## src/design/tvsng_pkg.sv

```systemverilog
// Package for the two-voice square/noise sound generator.
// Holds field widths, register and operation codes, the volume table function
// and the constant noise sequence. No dependencies.
package tvsng_pkg;

  parameter int FRAC_BITS_DEF = 4;
  localparam int NOISE_LEN = 256;
  localparam int NOISE_IDX_W = $clog2(NOISE_LEN);
  localparam int STEP_W = 10;
  localparam int FREQ_W = 10;
  localparam int LVL_W = 14;
  localparam int SMP_W = 15;
  localparam logic [STEP_W-1:0] OSC_STEP_RST = 10'd40;
  localparam logic [FREQ_W-1:0] FREQ_HOLD = 10'h3FE;

  typedef enum logic [0:0] {
    OP_WRITE = 1'b0,
    OP_TICK  = 1'b1
  } op_t;

  typedef enum logic [2:0] {
    REG_V1_LO = 3'd0,
    REG_V2_LO = 3'd1,
    REG_V2_HI = 3'd2,
    REG_CTRL  = 3'd3,
    REG_V1_HI = 3'd4
  } reg_addr_t;

  // Per-voice commands from the top level
  typedef struct packed {
    logic wr_lo;
    logic wr_hi;
    logic load;
    logic tick;
  } voice_ctl_t;

  // Per-voice status back to the top level
  typedef struct packed {
    logic wrapped;
    logic hold_set;
  } voice_sts_t;

  // idx[3:0] volume, idx[5:4] voice bits; both voice bits set doubles the level
  function automatic logic [LVL_W-1:0] vol_lookup(input logic [5:0] idx);
    logic [3:0]       lo;
    logic [2:0]       lo_m1;
    logic [LVL_W-1:0] v;
    lo = idx[3:0];
    if (lo > 4'd8) begin
      lo = 4'd8;
    end
    lo_m1 = 3'(lo - 4'd1);
    v = LVL_W'(586) + LVL_W'({lo_m1, 10'd0});
    if (idx[3:0] == 4'd0 || idx[5:4] == 2'b00) begin
      v = '0;
    end else if (idx[5:4] == 2'b11) begin
      v = {v[LVL_W-2:0], 1'b0};
    end
    return v;
  endfunction

  // 8-bit LFSR seeded 0xa8, one output bit per step
  function automatic logic [NOISE_LEN-1:0] noise_gen();
    logic [7:0]           lfsr;
    logic                 fb;
    logic [NOISE_LEN-1:0] tab;
    lfsr = 8'hA8;
    tab = '0;
    for (int i = 0; i < NOISE_LEN; i++) begin
      tab[i] = lfsr[0];
      fb = 1'b1 ^ lfsr[7] ^ lfsr[5] ^ lfsr[4] ^ lfsr[1];
      lfsr = {lfsr[6:0], fb};
    end
    return tab;
  endfunction

  localparam logic [NOISE_LEN-1:0] NOISE_TAB = noise_gen();

endpackage

```

## src/design/tvsng_if.sv

```systemverilog
// Handshake channels of the sound generator: item input, sample output, config.
// Depends on tvsng_pkg.
interface tvsng_in_if;
  logic                          valid;
  logic                          ready;
  logic                          op;
  logic [2:0]                    reg_addr;
  logic [7:0]                    wr_data;
  modport source (output valid, output op, output reg_addr, output wr_data, input ready);
  modport sink   (input valid, input op, input reg_addr, input wr_data, output ready);
endinterface

interface tvsng_out_if;
  logic                          valid;
  logic                          ready;
  logic [tvsng_pkg::SMP_W-1:0]   sample;
  modport source (output valid, output sample, input ready);
  modport sink   (input valid, input sample, output ready);
endinterface

interface tvsng_cfg_if;
  logic                          valid;
  logic                          ready;
  logic [tvsng_pkg::STEP_W-1:0]  osc_step;
  modport source (output valid, output osc_step, input ready);
  modport sink   (input valid, input osc_step, output ready);
endinterface

```

## src/design/tvsng_voice.sv

```systemverilog
// One voice oscillator: frequency, reload and saturating counter.
// Depends on tvsng_pkg.
module tvsng_voice #(
  parameter int FRAC_BITS = tvsng_pkg::FRAC_BITS_DEF
) (
  input  logic                          clk,
  input  logic                          rst_n,
  input  logic [tvsng_pkg::STEP_W-1:0]  step,
  input  logic [7:0]                    wr_data,
  input  tvsng_pkg::voice_ctl_t         ctl,
  output tvsng_pkg::voice_sts_t         sts
);
  import tvsng_pkg::*;

  localparam int CNT_W = FRAC_BITS + 13;
  localparam int SUM_W = CNT_W + 1;
  localparam int RLD_W = FRAC_BITS + FREQ_W;
  localparam logic [RLD_W-1:0] WRAP_RLD = RLD_W'(10'h3FF) << FRAC_BITS;
  localparam logic [SUM_W-1:0] WRAP_SUM = SUM_W'(WRAP_RLD);
  localparam logic [SUM_W-1:0] CNT_MAX = SUM_W'((64'd1 << CNT_W) - 64'd1);

  logic [FREQ_W-1:0] freq_r, freq_nxt;
  logic [RLD_W-1:0]  reload_r, reload_nxt;
  logic [CNT_W-1:0]  cnt_r, cnt_nxt;
  logic [SUM_W-1:0]  sum1, sum2;
  logic              hit;

  always_comb begin
    freq_nxt = freq_r;
    if (ctl.wr_lo) begin
      freq_nxt = {freq_r[9:8], wr_data};
    end else if (ctl.wr_hi) begin
      freq_nxt = {wr_data[1:0], freq_r[7:0]};
    end
    reload_nxt = reload_r;
    if (ctl.wr_lo || ctl.wr_hi) begin
      reload_nxt = RLD_W'(freq_nxt + FREQ_W'(1)) << FRAC_BITS;
    end
  end

  // advance, saturate, then fold past the wrap point onto the reload
  always_comb begin
    sum1 = SUM_W'(cnt_r) + SUM_W'(step);
    if (sum1 > CNT_MAX) begin
      sum1 = CNT_MAX;
    end
    hit = (sum1 >= WRAP_SUM);
    sum2 = SUM_W'(reload_r) + (sum1 - WRAP_SUM);
    if (sum2 > CNT_MAX) begin
      sum2 = CNT_MAX;
    end
    cnt_nxt = cnt_r;
    if (ctl.load) begin
      cnt_nxt = CNT_W'(reload_r);
    end else if (ctl.tick) begin
      cnt_nxt = hit ? CNT_W'(sum2) : CNT_W'(sum1);
    end
  end

  assign sts.wrapped  = ctl.tick && hit && (reload_r != WRAP_RLD);
  assign sts.hold_set = (ctl.wr_lo || ctl.wr_hi) && (freq_nxt == FREQ_HOLD);

  always_ff @(posedge clk) begin
    if (!rst_n) begin
      freq_r   <= '0;
      reload_r <= '0;
      cnt_r    <= '0;
    end else begin
      freq_r   <= freq_nxt;
      reload_r <= reload_nxt;
      cnt_r    <= cnt_nxt;
    end
  end

endmodule

```

## src/design/two_voice_square_noise_sound_generator_core.sv

```systemverilog
// Top level of the two-voice square/noise sound generator.
// Depends on tvsng_pkg, tvsng_if and tvsng_voice.
//
//   channel  dir  payload                    handshake
//   in_ch    in   op, reg_addr, wr_data      valid/ready
//   out_ch   out  sample (15 bit)            valid/ready
//   cfg_ch   in   osc_step (10 bit)          valid/ready, ready always high
//
// One item per cycle sustained unless a tick waits on a stalled out_ch. An item
// is processed while it sits in the input register, and a tick's sample goes
// into the output register as it is processed. Register writes give no sample.
// Reset is synchronous (rst_n low); valid flags and sound state clear, osc_step
// returns to 40; payload and sample registers keep their value. A stalled out_ch
// stops ticks only once the output register is full; writes still drain past it.
module two_voice_square_noise_sound_generator_core #(
  parameter int FRAC_BITS = tvsng_pkg::FRAC_BITS_DEF
) (
  input  logic        clk,
  input  logic        rst_n,
  tvsng_in_if.sink    in_ch,
  tvsng_out_if.source out_ch,
  tvsng_cfg_if.sink   cfg_ch
);
  import tvsng_pkg::*;

  logic              s1_valid_r;
  logic              s1_op_r;
  logic [2:0]        s1_addr_r;
  logic [7:0]        s1_data_r;
  logic              s1_go;
  logic              s1_tick;

  logic [STEP_W-1:0] osc_step_r;
  logic [7:0]        ctrl_r, ctrl_nxt;
  logic [1:0]        toggle_r, toggle_nxt;
  logic [NOISE_IDX_W-1:0] idx_r, idx_nxt;
  logic [LVL_W-1:0]  lvl0_r, lvl0_nxt, lvl1_r, lvl1_nxt, digi_r, digi_nxt;

  logic              out_valid_r, out_valid_nxt;
  logic [SMP_W-1:0]  sample_r, sample_nxt;

  voice_ctl_t        ctl0, ctl1;
  voice_sts_t        sts0, sts1;
  logic              ns_cur, ns_new;

  assign s1_tick     = (op_t'(s1_op_r) == OP_TICK);
  assign s1_go       = s1_valid_r && (!s1_tick || !out_valid_r || out_ch.ready);
  assign in_ch.ready = !s1_valid_r || s1_go;
  assign cfg_ch.ready = 1'b1;

  tvsng_voice #(.FRAC_BITS(FRAC_BITS)) u_voice0 (
    .clk(clk), .rst_n(rst_n), .step(osc_step_r), .wr_data(s1_data_r),
    .ctl(ctl0), .sts(sts0)
  );

  tvsng_voice #(.FRAC_BITS(FRAC_BITS)) u_voice1 (
    .clk(clk), .rst_n(rst_n), .step(osc_step_r), .wr_data(s1_data_r),
    .ctl(ctl1), .sts(sts1)
  );

  // voice command decode
  always_comb begin
    ctl0 = '0;
    ctl1 = '0;
    if (s1_go && !s1_tick) begin
      case (reg_addr_t'(s1_addr_r))
        REG_V1_LO: ctl0.wr_lo = 1'b1;
        REG_V1_HI: ctl0.wr_hi = 1'b1;
        REG_V2_LO: ctl1.wr_lo = 1'b1;
        REG_V2_HI: ctl1.wr_hi = 1'b1;
        REG_CTRL: begin
          ctl0.load = s1_data_r[7];
          ctl1.load = s1_data_r[7];
        end
        default: ;
      endcase
    end else if (s1_go && !ctrl_r[7]) begin
      ctl0.tick = 1'b1;
      ctl1.tick = 1'b1;
    end
  end

  // noise gates voice 2 only while voice 2 is disabled
  assign ns_cur = ctrl_r[6] & ~ctrl_r[5];
  assign ns_new = s1_data_r[6] & ~s1_data_r[5];

  always_comb begin
    ctrl_nxt   = ctrl_r;
    toggle_nxt = toggle_r;
    idx_nxt    = idx_r;
    lvl0_nxt   = lvl0_r;
    lvl1_nxt   = lvl1_r;
    digi_nxt   = digi_r;
    if (s1_go && !s1_tick) begin
      if (sts0.hold_set) begin
        toggle_nxt[0] = 1'b1;
        lvl0_nxt = vol_lookup({1'b0, ctrl_r[4], ctrl_r[3:0]});
      end
      if (sts1.hold_set) begin
        toggle_nxt[1] = 1'b1;
        lvl1_nxt = vol_lookup({ctrl_r[5], ns_cur, ctrl_r[3:0]});
      end
      if (reg_addr_t'(s1_addr_r) == REG_CTRL) begin
        if (s1_data_r[7]) begin
          toggle_nxt = 2'b11;
          idx_nxt    = '1;
          digi_nxt   = vol_lookup(s1_data_r[5:0]);
        end
        ctrl_nxt = s1_data_r;
        lvl0_nxt = vol_lookup({1'b0, toggle_nxt[0] & s1_data_r[4], s1_data_r[3:0]});
        lvl1_nxt = vol_lookup({(toggle_nxt[1] & s1_data_r[5]) |
                               (NOISE_TAB[idx_nxt] & ns_new), 1'b0, s1_data_r[3:0]});
      end
    end else if (s1_go && !ctrl_r[7]) begin
      if (sts0.wrapped) begin
        toggle_nxt[0] = ~toggle_r[0];
        lvl0_nxt = vol_lookup({1'b0, toggle_nxt[0] & ctrl_r[4], ctrl_r[3:0]});
      end
      if (sts1.wrapped) begin
        toggle_nxt[1] = ~toggle_r[1];
        idx_nxt = idx_r + NOISE_IDX_W'(1);
        lvl1_nxt = vol_lookup({(toggle_nxt[1] & ctrl_r[5]) |
                               (NOISE_TAB[idx_nxt] & ns_cur), 1'b0, ctrl_r[3:0]});
      end
    end
  end

  always_comb begin
    out_valid_nxt = out_valid_r && !out_ch.ready;
    sample_nxt    = sample_r;
    if (s1_go && s1_tick) begin
      out_valid_nxt = 1'b1;
      sample_nxt = ctrl_r[7] ? SMP_W'(digi_r) : (SMP_W'(lvl0_nxt) + SMP_W'(lvl1_nxt));
    end
  end

  always_ff @(posedge clk) begin
    if (!rst_n) begin
      s1_valid_r  <= 1'b0;
      out_valid_r <= 1'b0;
      osc_step_r  <= OSC_STEP_RST;
      ctrl_r      <= '0;
      toggle_r    <= '0;
      idx_r       <= '0;
      lvl0_r      <= '0;
      lvl1_r      <= '0;
      digi_r      <= '0;
    end else begin
      if (in_ch.ready) begin
        s1_valid_r <= in_ch.valid;
      end
      out_valid_r <= out_valid_nxt;
      if (cfg_ch.valid) begin
        osc_step_r <= cfg_ch.osc_step;
      end
      ctrl_r   <= ctrl_nxt;
      toggle_r <= toggle_nxt;
      idx_r    <= idx_nxt;
      lvl0_r   <= lvl0_nxt;
      lvl1_r   <= lvl1_nxt;
      digi_r   <= digi_nxt;
    end
  end

  always_ff @(posedge clk) begin
    if (in_ch.ready && in_ch.valid) begin
      s1_op_r   <= in_ch.op;
      s1_addr_r <= in_ch.reg_addr;
      s1_data_r <= in_ch.wr_data;
    end
    sample_r <= sample_nxt;
  end

  assign out_ch.valid  = out_valid_r;
  assign out_ch.sample = sample_r;

endmodule

```

## src/flat_wrapper.sv

```systemverilog
// flat-port wrapper written by rule: the top's interface ports become plain ports
module two_voice_square_noise_sound_generator_core_flat import tvsng_pkg::*;
#(
  parameter int FRAC_BITS = tvsng_pkg::FRAC_BITS_DEF
)
  (clk, rst_n, in_ch_valid, in_ch_op, in_ch_reg_addr, in_ch_wr_data, in_ch_ready, out_ch_valid, out_ch_sample, out_ch_ready, cfg_ch_valid, cfg_ch_osc_step, cfg_ch_ready);
  tvsng_in_if in_ch_i ();
  tvsng_out_if out_ch_i ();
  tvsng_cfg_if cfg_ch_i ();
  input  logic clk;
  input  logic rst_n;
  input wire logic [$bits(in_ch_i.valid)-1:0] in_ch_valid;
  input wire logic [$bits(in_ch_i.op)-1:0] in_ch_op;
  input wire logic [$bits(in_ch_i.reg_addr)-1:0] in_ch_reg_addr;
  input wire logic [$bits(in_ch_i.wr_data)-1:0] in_ch_wr_data;
  output wire logic [$bits(in_ch_i.ready)-1:0] in_ch_ready;
  output wire logic [$bits(out_ch_i.valid)-1:0] out_ch_valid;
  output wire logic [$bits(out_ch_i.sample)-1:0] out_ch_sample;
  input wire logic [$bits(out_ch_i.ready)-1:0] out_ch_ready;
  input wire logic [$bits(cfg_ch_i.valid)-1:0] cfg_ch_valid;
  input wire logic [$bits(cfg_ch_i.osc_step)-1:0] cfg_ch_osc_step;
  output wire logic [$bits(cfg_ch_i.ready)-1:0] cfg_ch_ready;
  assign in_ch_i.valid = in_ch_valid;
  assign in_ch_i.op = in_ch_op;
  assign in_ch_i.reg_addr = in_ch_reg_addr;
  assign in_ch_i.wr_data = in_ch_wr_data;
  assign in_ch_ready = in_ch_i.ready;
  assign out_ch_valid = out_ch_i.valid;
  assign out_ch_sample = out_ch_i.sample;
  assign out_ch_i.ready = out_ch_ready;
  assign cfg_ch_i.valid = cfg_ch_valid;
  assign cfg_ch_i.osc_step = cfg_ch_osc_step;
  assign cfg_ch_ready = cfg_ch_i.ready;
  two_voice_square_noise_sound_generator_core #(.FRAC_BITS(FRAC_BITS)) u_core (.clk(clk), .rst_n(rst_n), .in_ch(in_ch_i), .out_ch(out_ch_i), .cfg_ch(cfg_ch_i));
endmodule
```

## config.mk

```make
export PLATFORM = sky130hd
export DESIGN_NAME = two_voice_square_noise_sound_generator_core_flat
export DESIGN_NICKNAME = d
export VERILOG_FILES = /design/src/design/tvsng_pkg.sv /design/src/design/tvsng_if.sv /design/src/design/tvsng_voice.sv /design/src/design/two_voice_square_noise_sound_generator_core.sv /design/src/flat_wrapper.sv
export SDC_FILE = /design/constraint.sdc
export NUM_CORES = 1
export LEC_CHECK = 0
export ABC_CLOCK_PERIOD_IN_PS = 7900
export BUFFER_PORTS_ARGS = -buffer_cell sky130_fd_sc_hd__buf_2
export CAP_MARGIN = 20
export CORE_MARGIN = 2
export CORE_UTILIZATION = 61
export CTS_CLUSTER_DIAMETER = 40
export DETAILED_ROUTE_END_ITERATION = 7
export PLACE_DENSITY_LB_ADDON = 0.1
export SYNTH_ARGS = -nofsm -noshare
export SYNTH_HDL_FRONTEND = slang
export SYNTH_SLANG_ARGS = --single-unit
```

## constraint.sdc

```tcl
create_clock -name clk -period 7.9 [get_ports clk]
set_clock_uncertainty 0.05 [all_clocks]
set_input_delay 1.58 -clock clk [delete_from_list [all_inputs] [get_ports clk]]
set_output_delay 1.58 -clock clk [all_outputs]
set_load 0.03 [all_outputs]
```

* Yosys cells after proc, flatten, opt, wreduce, memory -nomap -nowiden *
Memory sizes are Yosys's and may differ from the RTL's.
Cells that the tools add are included.

storage, ports and cells
  memories = 2
  ROM bits = 512
  output and inout port bits = 18
  flip-flop bits (word level) = 173

memory list
  memory            words  width  rd ports  clocked after memory_dff  write ports  line                                                text
  (name not given)  256    1      1         0                         0            two_voice_square_noise_sound_generator_core.sv:112  (NOISE_TAB[idx_nxt] & ns_new), 1'b0, s1_data_r[3:0]});
  (name not given)  256    1      1         0                         0            two_voice_square_noise_sound_generator_core.sv:123  (NOISE_TAB[idx_nxt] & ns_cur), 1'b0, ctrl_r[3:0]});

operators by class
  mux-type cells = 80
  reduce and logical (&&, ||, !) cells = 46
  add/subtract/negate cells = 22
  equality and inequality tests = 11
  bitwise operators = 20
  $lt $le $gt $ge = 10

operator list
  cell                      number
  $mux W14                  24
  $add A10 B13 Y14 const A  6
  $gt A18 B17 Y1 const B    4
  $mux W17                  4
  $mux W3                   19
  $mux W8                   7
  $mux W10                  4
  $add A14 B18 Y18          2
  $add A17 B10 Y18          2
  $ge A18 B14 Y1 const B    2
  $mux W18                  2
  $sub A18 B14 Y18 const B  2
  $add A10 B1 Y10 const B   2
  $eq A10 B10 Y1 const B    2
  $ne A10 B10 Y1 const B    2
  $lt A8 B9 Y1 const B      2
  $sub A3 B1 Y3 const B     6
  $add A14 B14 Y15          1
  $mux W1                   14
  $logic_and A1 B1 Y1       12
  $logic_or A1 B1 Y1        12
  $mux W2                   6
  $not A1 Y1                10
  $reduce_bool A2 Y1        5
  other kinds (16)          37

* Logic depth before layout (Yosys ltp) *
Gate-level depths: netlist of run 1.

  depth after elaboration = 23
  gate-level depth with buffers = 27

* Hierarchy *
Synthesis of run 1 repeated with hierarchy kept, for this count alone.

unflattened totals
  cells, all modules = 1637
  area, all modules = 13235.2 um2

modules (own cells, without submodules)
  module                                       instances  area an instance (um2)  cells each  sequential area each (um2)
  tvsng_voice                                  2          3474.6                  451         740.7
  two_voice_square_noise_sound_generator_core  1          6286.0                  735         2092.0

* Least setup slack after synthesis of run 1 *
OpenSTA, ideal clock, no wires.

  kind = register to register
  from = register u_core.u_voice0.cnt_r[0]
  to = register u_core.sample_r[11], in the netlist u_core.out_ch.sample[11] (data pin)
  setup time = 0.269 ns
  path buffers = 1
  clock period less this slack = 5.533 ns
  stages on the path, launching flop included = 26
  arrival time = 5.214 ns
  data required time = 7.581 ns
  path slack = 2.367 ns
  cells stage by stage = dfxtp_1 -> ha_1 -> fa_1 -> a211oi_1 -> o21a_1 -> o21ai_2 -> and3_1 -> nor3_1 -> ha_1 -> nand2_1 -> a2111oi_4 -> o221a_2 -> o21ai_2 -> a21oi_2 -> buf_4 -> o21a_1 -> ha_1 -> a21o_1 -> a21oi_1 -> o21bai_1 -> a21oi_1 -> o21ai_0 -> a211o_1 -> a21oi_1 -> xor2_1 -> o21ai_0

between the ends
  cells in the longest elaborated chain, start to end = 11

ends and longest elaborated chain
  item                                 line                                                text
  from (decl)                          tvsng_voice.sv:24                                   logic [CNT_W-1:0] cnt_r, cnt_nxt;
  from (signal assigned)               tvsng_voice.sv:71                                   cnt_r <= cnt_nxt;
  $add A17 B10 Y18 *                   tvsng_voice.sv:43                                   sum1 = SUM_W'(cnt_r) + SUM_W'(step);
  $gt A18 B17 Y1                       tvsng_voice.sv:44                                   if (sum1 > CNT_MAX) begin
  $mux W18 *                           tvsng_voice.sv:44
  $ge A18 B14 Y1 *                     tvsng_voice.sv:47                                   hit = (sum1 >= WRAP_SUM);
  $logic_and A1 B1 Y1 * (2 in series)  tvsng_voice.sv:60                                   assign sts.wrapped = ctl.tick && hit && (reload_r != WRAP_RLD);
  $mux W14 *                           two_voice_square_noise_sound_generator_core.sv:115  if (sts0.wrapped) begin
  $mux W14 *                           two_voice_square_noise_sound_generator_core.sv:114  end else if (s1_go && !ctrl_r[7]) begin
  $mux W14 *                           two_voice_square_noise_sound_generator_core.sv:94   if (s1_go && !s1_tick) begin
  via u_core.lvl0_nxt[1]               two_voice_square_noise_sound_generator_core.sv:37   logic [LVL_W-1:0] lvl0_r, lvl0_nxt, lvl1_r, lvl1_nxt, digi_r, digi_nxt;
  $add A14 B14 Y15 *                   two_voice_square_noise_sound_generator_core.sv:133  sample_nxt = ctrl_r[7] ? SMP_W'(digi_r) : (SMP_W'(lvl0_nxt) + SMP_W'(lvl1_nxt));
  $mux W14 *                           two_voice_square_noise_sound_generator_core.sv:133
  to (signal assigned)                 two_voice_square_noise_sound_generator_core.sv:171  sample_r <= sample_nxt;
  to (decl)                            two_voice_square_noise_sound_generator_core.sv:40   logic [SMP_W-1:0] sample_r, sample_nxt;

The timed path passes the listed nets; every way through them passes the cells marked *.
A chain may end at the register's enable or synchronous reset.

* Worst setup path after layout of run 1 *
  from = register u_core.osc_step_r[0]
  to = register u_core.sample_r[14], in the netlist u_core.out_ch.sample[14] (data pin)

between the ends
  cells in the longest elaborated chain, start to end = 10
  elaborated cells between the ends (all ways) = 19
  classes of those cells = 3 x add/sub; 4 x order compare; 8 x mux; 4 x reduce/logical

ends and longest elaborated chain
  item                                 line                                                text
  from (decl)                          two_voice_square_noise_sound_generator_core.sv:33   logic [STEP_W-1:0] osc_step_r;
  from (signal assigned)               two_voice_square_noise_sound_generator_core.sv:154  osc_step_r <= cfg_ch.osc_step;
  $add A17 B10 Y18 *                   tvsng_voice.sv:43
  $gt A18 B17 Y1                       tvsng_voice.sv:44
  $mux W18 *                           tvsng_voice.sv:44
  $ge A18 B14 Y1 *                     tvsng_voice.sv:47
  $logic_and A1 B1 Y1 * (2 in series)  tvsng_voice.sv:60
  $mux W14 *                           two_voice_square_noise_sound_generator_core.sv:115
  $mux W14 *                           two_voice_square_noise_sound_generator_core.sv:114
  $mux W14 *                           two_voice_square_noise_sound_generator_core.sv:94
  via u_core.lvl0_nxt[0]               two_voice_square_noise_sound_generator_core.sv:37
  $add A14 B14 Y15 *                   two_voice_square_noise_sound_generator_core.sv:133

Marks and branches as above.

==> results of run 1 <==
report_power, final:
part	switching, W	internal (W)	total, W
Combinational	0.000238	0.000143	0.000381
Clock	0.000378	0.000475	0.000853
Sequential	0.0000316	0.000880	0.000911
Total	0.000648	0.00150	0.00215
Yosys cell counts (8+ instances only):
cell,number
o21ai_0,63
or3_1,10
nor2_1,136
nor2b_1,18
edfxtp_1,27
nand3_1,51
nor3_1,47
dfxtp_1,138
and2_1,17
buf_2,13
o21a_1,25
mux2i_1,39
nand2b_1,25
inv_1,54
xnor2_1,50
a21oi_1,148
xor2_1,25
a31oi_1,20
or2_2,8
a21o_1,26
o221a_2,8
a211oi_1,25
o21bai_1,8
nand4_1,12
and3_1,37
ha_1,101
nand2_1,175
clkbuf_1,75
o22ai_1,18
o31ai_1,14
o211ai_1,13
kinds of logic after synthesis:
| kind of cell | count (synthesis) | synth area share (%) |
|---|---|---|
| muxes | 47 | 3.94 |
| other | 1 | 0.0292 |
| xor gates and xnor gates | 76 | 5.23 |
| AOI/OAI and AO/OA | 490 | 26.0 |
| DFF | 165 | 27.8 |
| and+or+nand+nor | 574 | 21.5 |
| buffers and inverters | 153 | 4.74 |
| adders and majority gates | 107 | 10.7 |
final timing paths:
check,end,depth (start not counted),start
worst max register to register,u_core.out_ch.sample[14],26,u_core.osc_step_r[0]
worst max-delay path,u_core.out_ch.sample[14],26,u_core.osc_step_r[0]
worst min-delay path,u_core.lvl0_r[4],2,u_core.lvl0_r[4]
worst min register to register,u_core.lvl0_r[4],2,u_core.lvl0_r[4]
layout by cell type, fill, tap and decap left out, types with 20 or more instances in the layout:
cell | Yosys | routed
a211oi_1 | 25 | 25
a21o_1 | 26 | 26
a21oi_1 | 148 | 148
a31oi_1 | 20 | 20
and3_1 | 37 | 37
buf_2 | 13 | 44
dfxtp_1 | 138 | 138
edfxtp_1 | 27 | 27
ha_1 | 101 | 101
inv_1 | 54 | 53
mux2i_1 | 39 | 39
nand2_1 | 175 | 175
nand2b_1 | 25 | 25
nand3_1 | 51 | 51
nor2_1 | 136 | 136
nor3_1 | 47 | 46
o21a_1 | 25 | 25
o21ai_0 | 63 | 63
xnor2_1 | 50 | 50
xor2_1 | 25 | 25
worst min-delay path, cell delays in order, from the launching register on:
cell	delay, ns
dfxtp_1	0.31
nand2_1	0.05
nor2_1	0.03
routing by layer:
layer | wire length [um] | track usage, %
met1 | 14800 | 39.3
met2 | 16500 | 53.2
met3 | 2390 | 6.12
met4 | 1180 | 13.5
met5 | 0 | 0
flip-flops by register name (all words and copies together) (netlist names), 10 cells and up:
register and cells:
u_core.osc_step_r 10, u_core.u_voice1.reload_r 10, u_core.lvl1_r 14, u_core.out_ch.sample 15
u_core.u_voice1.freq_r 10, u_core.u_voice0.cnt_r 17, u_core.u_voice1.cnt_r 17, u_core.u_voice0.freq_r 10
u_core.lvl0_r 14, u_core.u_voice0.reload_r 10
layout make-up:
cell class                 instances  area [um^2]  area share (%)
clock buffer                      17          425            3.09
clock inverter                    15          168            1.22
inverter                          56          210            1.52
multi-input combinational       1299         8700            63.1
sequential                       165         3570            25.9
tap                              275          344            2.50
timing repair buffer              63          363            2.63
through the flow:
stage	total power (W)	instances
4_1_cts	0.00215	1887
2_1_floorplan	0.00121	1617
3_5_place_dp	0.00130	1855
6_report	0.00215	1890
5_1_grt	0.00223	1890
3_3_place_gp	0.00129	1855
==> out/metrics.csv, run 1 <==
stage,metric,value,unit
outcome,outcome,completed,
clock_tree,Clock Sinks,165,
place,Post-DP Area,13200,um^2
sta,final setup fails,0,
yosys,sequential area share after synthesis,27.8,%
yosys,Synth Cell Area,12900,um^2
yosys,Synth Register Bits,165,
worst_hold_path,hold crit path type,reg2reg,
yosys,cell taking the most area after synthesis,dfxtp_1,
clock_tree,clock latency on the worst-skew pair,0.44,ns
power_and_ir_drop,VDD IR-drop max,140,uV
power_and_ir_drop,static leakage,5.91,nW
clock_tree,post-CTS sizing,0,
yosys,Cell variety after synth,103,
worst_setup_path,critical path peak fanout,13,
floorplanning,Core ar.,20800,um^2
place,DP HPWL,25.2,mm
drt,DRT Wirelength,34.8,mm
flow_run,Maximum Capacitance Violations,0,
sta,Final Critical Period,6.76,ns
clock_tree,Clk Tree Root Cell,clkbuf_16,
clock_tree,Post-CTS Repair Setup Buffers,0,
drt,Via Count,12100,
drt,Initial DRT Pass Iterations,5,
worst_setup_path,CP endpoint kind,register,
drt,Remaining DRCs,0,
layout,layout cells sized above 1,9.54,%
sta,final period utilization,85.5,%
grt,initial antenna violation count,0,
yosys,Async SR Flop Fraction,0,%
sta,slew margin rel.,20.7,%
floorplanning,# rows,53,
drt,vias per inst,6.40,
yosys,top-area cell type share of the netlist area,21.5,%
worst_setup_path,CP peak stage delay,0.45,ns
clock_tree,CTS max path bufs,2,
place,Placement Setup Slack,1.19,ns
layout,Final nets,1735,
yosys,cell count after synthesis,1613,
drt,post-route ant nets,0,
clock_tree,H-tree depth,4,
floorplanning,die area,22300,um^2
sta,final worst setup slack,1.14,ns
floorplanning,Die Wd,149,um
yosys,synthesized area per cell,7.97,um^2
drt,drt wl/cell,18.4,um
sta,Final Hold Fails,0,
worst_setup_path,CP Data Required Time,8.01,ns
layout,Finished Cell Area,13800,um^2
clock_tree,Hold Buf Count CTS,0,
clock_tree,TritonCTS buffer count,17,
place,IO buf count,43,
sta,Max Fclk,148,MHz
worst_setup_path,Crit Path Class,reg2reg,
place,GP Congestion,0.926,
grt,Total GRT Usage,31.6,%
layout,P&R area growth vs syn,7.21,%
grt,total gr overflow,0,
layout,Finished Core Util,66.2,%
sta,RSZ-0062 raised after global routing,false,
floorplanning,Initial Utilization,61.8,%
sta,max-slew violations,0,
layout,fillers,1802,
yosys,"EDFF count, synth",27,
sta,worst slew pin tran,1.19,ns
worst_setup_path,Worst R2R Setup Slack,1.14,ns
floorplanning,height of the chip,149,um
yosys,main flop type after synthesis,dfxtp_1,
sta,Setup Total Neg Slack,0,ns
power_and_ir_drop,PD cells,156,nW/um^2
drt,1st-iter DRT viols,809,
yosys,Syn. warnings,0,
clock_tree,clock slew at reported path FFs,0.07,ns
sta,WHS,0.377,ns
worst_setup_path,CP max stage cell,a211oi_1,
worst_setup_path,"delay-heaviest family, CP",compound AO/OA/AOI/OAI gates,
worst_setup_path,CP Buf/Inv Count,1,
grt,vias in the first global route,11600,
worst_setup_path,WP data arrival,6.86,ns
grt,largest net degree at the start of global routing,94,
grt,first-pass GRT wire length,56.8,mm
layout,ant diodes,0,
worst_setup_path,startpoint types,register,
clock_tree,TritonCTS clock tree,yes,
floorplanning,I/O pins,45,
yosys,Area contributors post-synth,"dfxtp_1 (21%), ha_1 (9.8%), edfxtp_1 (6.3%), a21oi_1 (5.8%), nand2_1 (5.1%)",
No activity file was read; power rests on OpenSTA's default activity.
==> run 2, diff against run 1 <==
ABC_CLOCK_PERIOD_IN_PS = 6300   (was 7900)
clock period = 6.3 ns   (was 7.9 ns; I/O delays follow)
==> out/metrics.csv, run 2 (synthesized netlist as in run 1, its figures left out) <==
stage,metric,value,unit,change
outcome,outcome,completed,,
power_and_ir_drop,Final Power,0.00274,W,+27%
clock_tree,Hold Buf Count CTS,0,,unchanged
clock_tree,Post-CTS Repair Setup Buffers,0,,unchanged
worst_setup_path,R2R cell count,23,,-12%
sta,RSZ-0062 raised after global routing,false,,
worst_setup_path,CP peak stage delay,0.46,ns,about the same
drt,post-route ant nets,0,,unchanged
layout,Final nets,1761,,+1.5%
clock_tree,TritonCTS clock tree,yes,,
power_and_ir_drop,VDD IR-drop max,170,uV,+21%
clock_tree,H-tree depth,4,,unchanged
grt,met1 Track Usage GR,39.8,%,+0.46 points
worst_setup_path,"delay-heaviest family, CP",compound AO/OA/AOI/OAI gates,,
layout,"most common cell after layout, fill and taps aside",nand2_1,,
power_and_ir_drop,PD cells,194,nW/um^2,+25%
grt,total gr overflow,0,,unchanged
floorplanning,Initial Utilization,61.8,%,unchanged
layout,most frequent cells in the layout,"nand2_1 (174), a21oi_1 (146), dfxtp_1 (138)",,
layout,layout cells sized above 1,11.5,%,+2.0 points
worst_setup_path,CP Buf/Inv Count,1,,unchanged
place,IO buf count,43,,unchanged
clock_tree,post-CTS sizing,0,,unchanged
clock_tree,CTS max path bufs,2,,unchanged
drt,drt wl/cell,18.3,um,-0.77%
sta,Setup Total Neg Slack,0,ns,unchanged
drt,Remaining DRCs,0,,unchanged
layout,P&R area growth vs syn,9.39,%,
flow_run,Maximum Capacitance Violations,0,,unchanged
grt,M3 GR Usage,4.65,%,-1.5 points
worst_setup_path,CP Data Required Time,6.42,ns,-1.59 ns
worst_setup_path,critical path peak fanout,14,,+1
grt,first-pass GRT wire length,56.8,mm,about the same
sta,slew margin rel.,29.9,%,+9.2 points
sta,Max Fclk,170,MHz,+15%
drt,Initial DRT Pass Iterations,7,,+2
grt,Total GRT Usage,31.4,%,-0.15 points
clock_tree,Clock Sinks,165,,unchanged
floorplanning,height of the chip,149,um,unchanged
floorplanning,I/O pins,45,,unchanged
worst_setup_path,CP endpoint kind,register,,
drt,DRT Wirelength,35.0,mm,+0.60%
grt,vias in the first global route,11600,,+0.81%
worst_hold_path,hold crit path type,reg2reg,,
sta,final setup fails,0,,unchanged
clock_tree,clock latency on the worst-skew pair,0.44,ns,about the same
grt,largest net degree at the start of global routing,94,,unchanged
floorplanning,die area,22300,um^2,unchanged
worst_setup_path,Crit Path Class,reg2reg,,
place,DP HPWL,25.4,mm,+0.80%
place,GP Congestion,0.926,,about the same
drt,1st-iter DRT viols,939,,+16%
worst_hold_path,Hold Crit Depth,2,,unchanged
sta,Final Critical Period,5.88,ns,-0.876 ns
grt,met2 global-route usage,54.3,%,+1.1 points
floorplanning,# rows,53,,unchanged
floorplanning,Core ar.,20800,um^2,unchanged
sta,final period utilization,93.3,%,+7.8 points
worst_setup_path,CP max stage cell,dfxtp_1,,
floorplanning,Die Wd,149,um,unchanged
sta,Final Hold Fails,0,,unchanged
clock_tree,TritonCTS buffer count,17,,unchanged
layout,ant diodes,0,,unchanged
grt,initial antenna violation count,0,,unchanged
worst_setup_path,WP data arrival,5.99,ns,-0.87 ns
drt,vias per inst,6.40,,about the same
clock_tree,clock slew at reported path FFs,0.08,ns,about the same
worst_setup_path,Worst path depth,23,,-12%
clock_tree,Clk Tree Root Cell,clkbuf_16,,
worst_setup_path,startpoint types,register,,
sta,worst slew pin tran,1.04,ns,-0.142 ns
grt,gr busiest metal,met2,,
worst_setup_path,CP Cell Sequence,ha_1 -> a211oi_1 -> o21bai_2 -> a2111o_1 -> nand3_1 -> mux2i_1 -> ha_1 -> nand2_1 -> a211oi_2 -> a311oi_2 -> buf_4 -> and2_1 -> ha_1 -> fa_1 -> a21o_1 -> a21oi_2 -> o21bai_1 -> a21oi_2 -> o21bai_1 -> a211oi_1 -> nor2_1 -> a211oi_1 -> nor3_1,,
drt,Via Count,12300,,+1.3%
sta,max-slew violations,0,,unchanged
power_and_ir_drop,static leakage,6.05,nW,+2.5%
-- run 2: cell count changes in the layout (fill, tap and decap cells not counted), moves of 2 or more --
| cell | previous run | this run |
|---|---|---|
| o21ai_1 | 6 | 8 |
| a211oi_1 | 25 | 23 |
| clkinv_8 | 0 | 4 |
| inv_6 | 4 | 2 |
| inv_8 | 3 | 5 |
| o21ai_0 | 63 | 61 |
| buf_4 | 19 | 46 |
| clkinv_1 | 3 | 1 |
| a21oi_1 | 148 | 146 |
-- run 2: layout make-up --
| class | count | area (um^2) |
|---|---|---|
| Clock buffer | 17 | 425 |
| Clock inverter | 15 | 203 |
| Fill cell | 1779 | 6760 |
| Inverter | 56 | 210 |
| Multi-Input combinational cell | 1299 | 8750 |
| Sequential cell | 165 | 3570 |
| Tap cell | 275 | 344 |
| Timing Repair Buffer | 89 | 561 |
-- run 2: final timing paths --
check / slack, ns / to / start
hold / removal: 0.38 / u_core.lvl0_r[2] / u_core.lvl0_r[2]
setup reg to reg: 0.42 / u_core.out_ch.sample[14] / u_core.osc_step_r[1]
setup / recovery: 0.42 / u_core.out_ch.sample[14] / u_core.osc_step_r[1]
hold reg to reg: 0.38 / u_core.lvl0_r[2] / u_core.lvl0_r[2]
-- run 2: where the power goes --
| group | leakage [nW] | switching [W] | internal [W] |
|---|---|---|---|
| registers | 1.37 | 0.0000373 | 0.00110 |
| clock network | 0.306 | 0.000524 | 0.000580 |
| logic | 4.38 | 0.000304 | 0.000187 |
| total | 6.05 | 0.000865 | 0.00187 |
-- run 2: tightest hold or removal path, stage by stage (launching register included) --
cell and delay, ns:
dfxtp_1 0.31, nand2_1 0.05, nor2_1 0.03
-- run 2: routing by layer --
layer  part of all wire [%]  routed length (um)  up-vias
met5                      0                   0        -
li1                       -                   -     5927
met2                     48               16800      470
met4                    3.2                1130        0
met3                    6.0                2100       93
met1                     43               15000     5764
-- run 2: per-stage QoR --
step | std cells | setup slack (ns) | utilization (%) | area (um^2) | hold WS [ns]
global route | 1916 | 0.0204 | 67.6 | 14100 | 0.398
CTS | 1913 | 0.122 | 67.2 | 14000 | 0.377
global placement | 1881 | 0.364 | 64.2 | 13400 | 0.363
floorplan | 1617 | 0.767 | - | 12900 | 0.355
detailed placement | 1881 | 0.160 | 64.2 | 13400 | 0.365
finish | 1916 | 0.420 | 67.6 | 14100 | 0.375
